File: src/rtl/core/sbq_pkg.sv
`timescale 1ns / 1ps
package sbq_pkg;

   localparam int BANDS          = 5;
   localparam int COEF_FRAC_BITS = 28;
   localparam int SAMPLE_BITS    = 16;

   localparam int NCOEF      = 5;
   localparam int SIG_W      = 32;
   localparam int COEF_W     = 32;
   localparam int DLY_W      = 48;
   localparam int PROD_W     = 64;
   localparam int ACC_W      = 50;
   localparam int GAIN_W     = 17;
   localparam int SIG_FRAC   = 28 - SAMPLE_BITS;
   localparam int PRE_SH     = 16 - SIG_FRAC;
   localparam int BAND_W     = (BANDS > 1) ? $clog2(BANDS) : 1;
   localparam int COEF_IDX_W = $clog2(NCOEF * BANDS);
   localparam int PHASE_W    = 3;

   localparam logic [GAIN_W-1:0] GAIN_RESET = GAIN_W'(65536);

   // input item kinds
   localparam logic KIND_FRAME = 1'b0;
   localparam logic KIND_COEF  = 1'b1;

   // csr register indexes
   localparam logic CSR_GAIN   = 1'b0;
   localparam logic CSR_BYPASS = 1'b1;

   // section sequencer phases: one multiply issued per phase; the update phase product is unused
   localparam logic [PHASE_W-1:0] PH_B0  = 3'd0;
   localparam logic [PHASE_W-1:0] PH_B1  = 3'd1;
   localparam logic [PHASE_W-1:0] PH_B2  = 3'd2;
   localparam logic [PHASE_W-1:0] PH_A1  = 3'd3;
   localparam logic [PHASE_W-1:0] PH_A2  = 3'd4;
   localparam logic [PHASE_W-1:0] PH_UPD = 3'd5;

   typedef struct packed {
      logic               pre;
      logic               run;
      logic               clear;
      logic [PHASE_W-1:0] phase;
      logic [BAND_W-1:0]  band;
   } sbq_ctl_type;

   // product rounded half up back to signal format
   function automatic logic signed [ACC_W-1:0] rnd_prod(input logic signed [PROD_W-1:0] p);
      logic signed [PROD_W-1:0] t;
      t = (p + (64'sd1 <<< (COEF_FRAC_BITS - 1))) >>> COEF_FRAC_BITS;
      return t[ACC_W-1:0];
   endfunction

   function automatic logic signed [SIG_W-1:0] sat_sig(input logic signed [ACC_W-1:0] v);
      logic signed [ACC_W-1:0] hi;
      logic signed [ACC_W-1:0] lo;
      hi = (ACC_W'(1) <<< (SIG_W - 1)) - ACC_W'(1);
      lo = -hi - ACC_W'(1);
      if (v > hi) return hi[SIG_W-1:0];
      if (v < lo) return lo[SIG_W-1:0];
      return v[SIG_W-1:0];
   endfunction

   function automatic logic signed [DLY_W-1:0] sat_dly(input logic signed [ACC_W-1:0] v);
      logic signed [ACC_W-1:0] hi;
      logic signed [ACC_W-1:0] lo;
      hi = (ACC_W'(1) <<< (DLY_W - 1)) - ACC_W'(1);
      lo = -hi - ACC_W'(1);
      if (v > hi) return hi[DLY_W-1:0];
      if (v < lo) return lo[DLY_W-1:0];
      return v[DLY_W-1:0];
   endfunction

   // sample times gain, moved to signal format and saturated
   function automatic logic signed [SIG_W-1:0] pre_scale(input logic signed [SAMPLE_BITS-1:0] s,
                                                         input logic [GAIN_W-1:0] g);
      logic signed [PROD_W-1:0] v;
      v = PROD_W'(s) * $signed({{(PROD_W-GAIN_W){1'b0}}, g});
      if (PRE_SH > 0)
         v = (v + (64'sd1 <<< ((PRE_SH > 0) ? PRE_SH - 1 : 0))) >>> ((PRE_SH > 0) ? PRE_SH : 0);
      else
         v = v <<< ((PRE_SH < 0) ? -PRE_SH : 0);
      return sat_sig(v[ACC_W-1:0]);
   endfunction

   function automatic logic signed [SAMPLE_BITS-1:0] out_sample(input logic signed [SIG_W-1:0] x);
      logic signed [SIG_W:0] t;
      logic signed [SIG_W:0] hi;
      logic signed [SIG_W:0] lo;
      t  = ((SIG_W+1)'(x) + ((SIG_W+1)'(1) <<< (SIG_FRAC - 1))) >>> SIG_FRAC;
      hi = ((SIG_W+1)'(1) <<< (SAMPLE_BITS - 1)) - (SIG_W+1)'(1);
      lo = -hi - (SIG_W+1)'(1);
      if (t > hi) return hi[SAMPLE_BITS-1:0];
      if (t < lo) return lo[SAMPLE_BITS-1:0];
      return t[SAMPLE_BITS-1:0];
   endfunction

endpackage

File: src/rtl/core/sbq_coef.sv
`timescale 1ns / 1ps
module sbq_coef (
   input  logic                                clock,
   input  logic                                reset,
   input  logic                                wr_en,
   input  logic [sbq_pkg::COEF_IDX_W-1:0]      wr_idx,
   input  logic signed [sbq_pkg::COEF_W-1:0]   wr_data,
   input  logic [sbq_pkg::COEF_IDX_W-1:0]      rd_idx,
   output logic signed [sbq_pkg::COEF_W-1:0]   rd_data
);
   import sbq_pkg::*;

   localparam int NENT = NCOEF * BANDS;

   logic signed [COEF_W-1:0] coef_ff [NENT];

   always_ff @(posedge clock) begin
      if (reset) begin
         for (int i = 0; i < NENT; i++) begin
            coef_ff[i] <= ((i % NCOEF) == 0) ? (COEF_W'(1) <<< COEF_FRAC_BITS) : '0;
         end
      end else if (wr_en) begin
         coef_ff[wr_idx] <= wr_data;
      end
   end

   assign rd_data = coef_ff[rd_idx];
endmodule

File: config.mk
export PLATFORM = sky130hd
export DESIGN_NAME = sbq_coef
export DESIGN_NICKNAME = d
export VERILOG_FILES = /design/src/rtl/core/sbq_pkg.sv /design/src/rtl/core/sbq_coef.sv
export SDC_FILE = /design/constraint.sdc
export NUM_CORES = 1
export LEC_CHECK = 0
export BUFFER_PORTS_ARGS = -buffer_cell sky130_fd_sc_hd__buf_4
export CELL_PAD_IN_SITES_DETAIL_PLACEMENT = 0
export CELL_PAD_IN_SITES_GLOBAL_PLACEMENT = 2
export CORE_UTILIZATION = 45
export CTS_BUF_LIST = sky130_fd_sc_hd__clkbuf_4 sky130_fd_sc_hd__clkbuf_8
export DETAILED_ROUTE_END_ITERATION = 8
export GPL_TIMING_DRIVEN = 0
export PLACE_DENSITY = 0.89
export SLEW_MARGIN = 10
export SYNTH_ARGS = -nofsm -noshare
export SYNTH_HDL_FRONTEND = slang
export SYNTH_SLANG_ARGS = --single-unit
File: constraint.sdc
create_clock -name clock -period 5.1 [get_ports clock]
set_input_delay 0.51 -clock clock [delete_from_list [all_inputs] [get_ports clock]]
set_output_delay 0.51 -clock clock [all_outputs]
set_load 0.1 [all_outputs]
==> flow_metrics.py <==
metrics = {
    "sta": {
        "setup_ws_ps": 943.0,
        "worst-slew-pin-transition_ps": 1288,
        "final.hold.worst_slack_ps": 79.73,
        "fmaxAchievable_ghz": 0.2406,
        "final_min_period_over_clock_period_pct": 81.51,
        "maxSlewHeadroom_pct": 14.10,
        "setup_viol_count_final": 0,
        "maxSlewViolCount": 0,
        "report.final.hold_viol_count": 0,
        "tns_ps": 0,
        "period_needed_ps": 4157,
        "setup_repair_after_global_routing_missed_its_margin": "false",
    },
    "power_and_ir_drop": {
        "worst_ir_drop_vdd_uv": 258.5,
        "cellLeakagePower_nw": 19.14,
        "power_density_nw_per_um2": 349.0,
        "finalPower_w": 0.01798,
    },
    "yosys": {
        "syn-cell-area_um2": 45740,
        "synth_cells": 3197,
        "syn_nets": 3242,
        "syn_area_per_cell_um2": 14.31,
        "number_of_distinct_library_cell_variants_in_the_gate_level_netlist_after_synthesis": 31,
        "synth-seq-cells": 1024,
        "synth_top_cell_area_share_pct": 67.23,
        "synth.top_cells.by_area": "sky130_fd_sc_hd__edfxtp_1 (67%), sky130_fd_sc_hd__mux2i_1 (11%), sky130_fd_sc_hd__and2_1 (11%), sky130_fd_sc_hd__a22oi_1 (1.6%), sky130_fd_sc_hd__a22o_1 (1.2%)",
        "netlist.top_cell.by_area": "sky130_fd_sc_hd__edfxtp_1",
        "yosys_warnings": 0,
        "seq_area_frac_synth_pct": 67.23,
    },
    "place": {
        "gp_routability_congestion": 0.8393,
        "place_worst_setup_slack_ps": 1026,
        "port-buffer-count": 75,
        "hpwlAfterDp_um": 84830,
    },
    "global_route": {
        "wire_length_of_the_first_global_routing_pass_um": 168200,
        "grt.total_usage_pct": 22.56,
        "maximum_number_of_pins_on_one_net_before_global_route_repair": 33,
        "antenna_found_initial": 4,
        "grt_overflow_total": 0,
        "first_global_vias": 26160,
    },
    "clock_tree": {
        "tritoncts.num_buffers": 161,
        "cts.reportedPaths.clkPinSlew_ps": 60,
        "tritoncts": "done",
        "clock_sinks": 1024,
        "post-cts-setup-buffers": 0,
        "ctsHtreeMaxLevel": 4,
        "cts.root.buffer_cell": "sky130_fd_sc_hd__clkbuf_8",
        "number_of_instances_resized_during_post_cts_repair": 0,
        "cts-hold-fix-buffers": 29,
        "clk_path_buf_depth": 3,
    },
    "worst_setup_path": {
        "arrival_ps": 3650,
        "worst_ep_required_time_ps": 4590,
        "end_kind": "primary output",
        "critical_path.max_fanout": 11,
        "setup.worst_path.class": "in2out",
        "start_kind": "primary input",
    },
    "cells_and_area": {
        "multiInputGateArea_um2": 13700,
        "seqCellArea_um2": 30750,
        "layout_cell_share_with_drive_strength_beyond_1_pct": 13.60,
        "count_of_filler_cells_inserted_in_the_layout": 8479,
        "register_ranked_first_by_flip_flop_count": "coef_ff",
        "layout-area-overhead-vs-synth_pct": 12.61,
        "largest_reg_flops": 1024,
        "reg_top3": "coef_ff (1024)",
        "nNetsFinal": 3516,
    },
    "run": {
        "max_cap_violations": 0,
    },
    "floorplanning": {
        "core_um2": 100400,
        "die_area_um2": 102900,
        "initial_utilization_pct": 45.54,
        "die_height_um": 320.8,
        "boundaryPins": 77,
        "core.rowCount": 116,
        "die-width_um": 320.8,
    },
    "route": {
        "drt.antenna.violating_nets": 0,
        "detailedRoute.firstPassIterationCount": 8,
        "post_drt_wl_per_cell_um": 23.36,
        "routed_wirelength_um": 115400,
        "drc_errors": 0,
        "drt_first_iter_violations": 2408,
        "routed-via-count": 26170,
        "post_drt_via_cell_ratio": 5.297,
    },
    "run_status": {
        "run_status": "complete, no violations",
    },
    "worst_hold_path": {
        "min_path_type": "in2reg",
    },
}
[final timing paths]
path	start	end	slack [ps]	cells after the start
hold / removal	wr_data[3]	coef_ff[30][3]	80	1
setup / recovery	rd_idx[1]	rd_data[0]	940	8
[power by group]
part / internal, W / total (W) / switching [W] / leakage, nW
sequential: 0.00962 / 0.00971 / 0.0000906 / 9.63
combinational: 0.000449 / 0.00162 / 0.00117 / 7.93
clock: 0.00352 / 0.00665 / 0.00313 / 1.58
total: 0.0136 / 0.0180 / 0.00439 / 19.1
[synthesized netlist by cell type]
cell and count:
sky130_fd_sc_hd__a21oi_1 96, sky130_fd_sc_hd__a22o_1 64, sky130_fd_sc_hd__a22oi_1 96, sky130_fd_sc_hd__a31oi_1 32, sky130_fd_sc_hd__and2_1 796, sky130_fd_sc_hd__and2b_2 1
sky130_fd_sc_hd__buf_1 14, sky130_fd_sc_hd__buf_12 1, sky130_fd_sc_hd__buf_2 30, sky130_fd_sc_hd__buf_4 37, sky130_fd_sc_hd__buf_6 14, sky130_fd_sc_hd__clkbuf_1 139
sky130_fd_sc_hd__clkbuf_2 33, sky130_fd_sc_hd__edfxtp_1 1024, sky130_fd_sc_hd__mux2i_1 512, sky130_fd_sc_hd__nand2_1 99, sky130_fd_sc_hd__nand2b_1 3, sky130_fd_sc_hd__nand3_1 97
sky130_fd_sc_hd__nand3_2 1, sky130_fd_sc_hd__nand3b_1 3, sky130_fd_sc_hd__nand3b_4 1, sky130_fd_sc_hd__nor2_1 24, sky130_fd_sc_hd__nor2_2 2, sky130_fd_sc_hd__nor2_4 6
sky130_fd_sc_hd__nor2_8 3, sky130_fd_sc_hd__nor2b_1 2, sky130_fd_sc_hd__nor3_1 32, sky130_fd_sc_hd__or2_2 26, sky130_fd_sc_hd__or3_1 5, sky130_fd_sc_hd__or3_4 2
sky130_fd_sc_hd__or3b_4 2
[placed cells by master (no fill, tap or decap), types with 32 or more instances in the layout]
master                     instances
sky130_fd_sc_hd__a21oi_1          96
sky130_fd_sc_hd__a22o_1           64
sky130_fd_sc_hd__a22oi_1          96
sky130_fd_sc_hd__a31oi_1          32
sky130_fd_sc_hd__and2_1          796
sky130_fd_sc_hd__buf_4           112
sky130_fd_sc_hd__clkbuf_1        139
sky130_fd_sc_hd__clkbuf_2         33
sky130_fd_sc_hd__clkbuf_4         54
sky130_fd_sc_hd__clkbuf_8        164
sky130_fd_sc_hd__clkinv_1         33
sky130_fd_sc_hd__edfxtp_1       1024
sky130_fd_sc_hd__mux2i_1         512
sky130_fd_sc_hd__nand2_1          99
sky130_fd_sc_hd__nand3_1          97
sky130_fd_sc_hd__nor3_1           32
[through the flow]
step	instance area, µm²	instances	util [%]
finish	51510	4940	51.29
global route	51500	4938	51.28
CTS	51500	4937	51.28
detailed placement	48210	4636	48.00
global placement	48000	4629	47.79
floorplan	45740	3197	-
[worst max-delay path, cell delays in order]
cell	delay, ps
sky130_fd_sc_hd__buf_4	130
sky130_fd_sc_hd__nor2_1	180
sky130_fd_sc_hd__clkbuf_1	970
sky130_fd_sc_hd__clkbuf_1	800
sky130_fd_sc_hd__a22oi_1	270
sky130_fd_sc_hd__nand3_1	270
sky130_fd_sc_hd__nand3_1	200
sky130_fd_sc_hd__buf_4	290
[layout make-up]
class,count,share of cell area (%)
tap,1357,3.296
clock inverter,54,0.6607
sequential,1024,59.70
antenna,3,0.01457
multi-input combinational,1905,26.59
buffer,268,2.611
clock buffer,218,5.169
timing repair buffer,111,1.958
[kinds of logic after synthesis]
logic type | after synthesis | synth area share (%)
AND/OR/NAND/NOR | 1105 | 14.34
flip-flops | 1024 | 67.23
multiplexers | 512 | 11.20
AO/OA/AOI/OAI | 288 | 4.289
buffers and inverters | 268 | 2.941
[routing by layer]
metal  part of all wire (%)  global-route usage [%]  wire length (µm)
met1                     43                   29.94             49680
met2                     49                   38.41             56740
met3                    5.4                   3.211              6288
met4                    2.3                   6.825              2701
met5                      0                       0                 0
(Power assumes the default switching activity.)
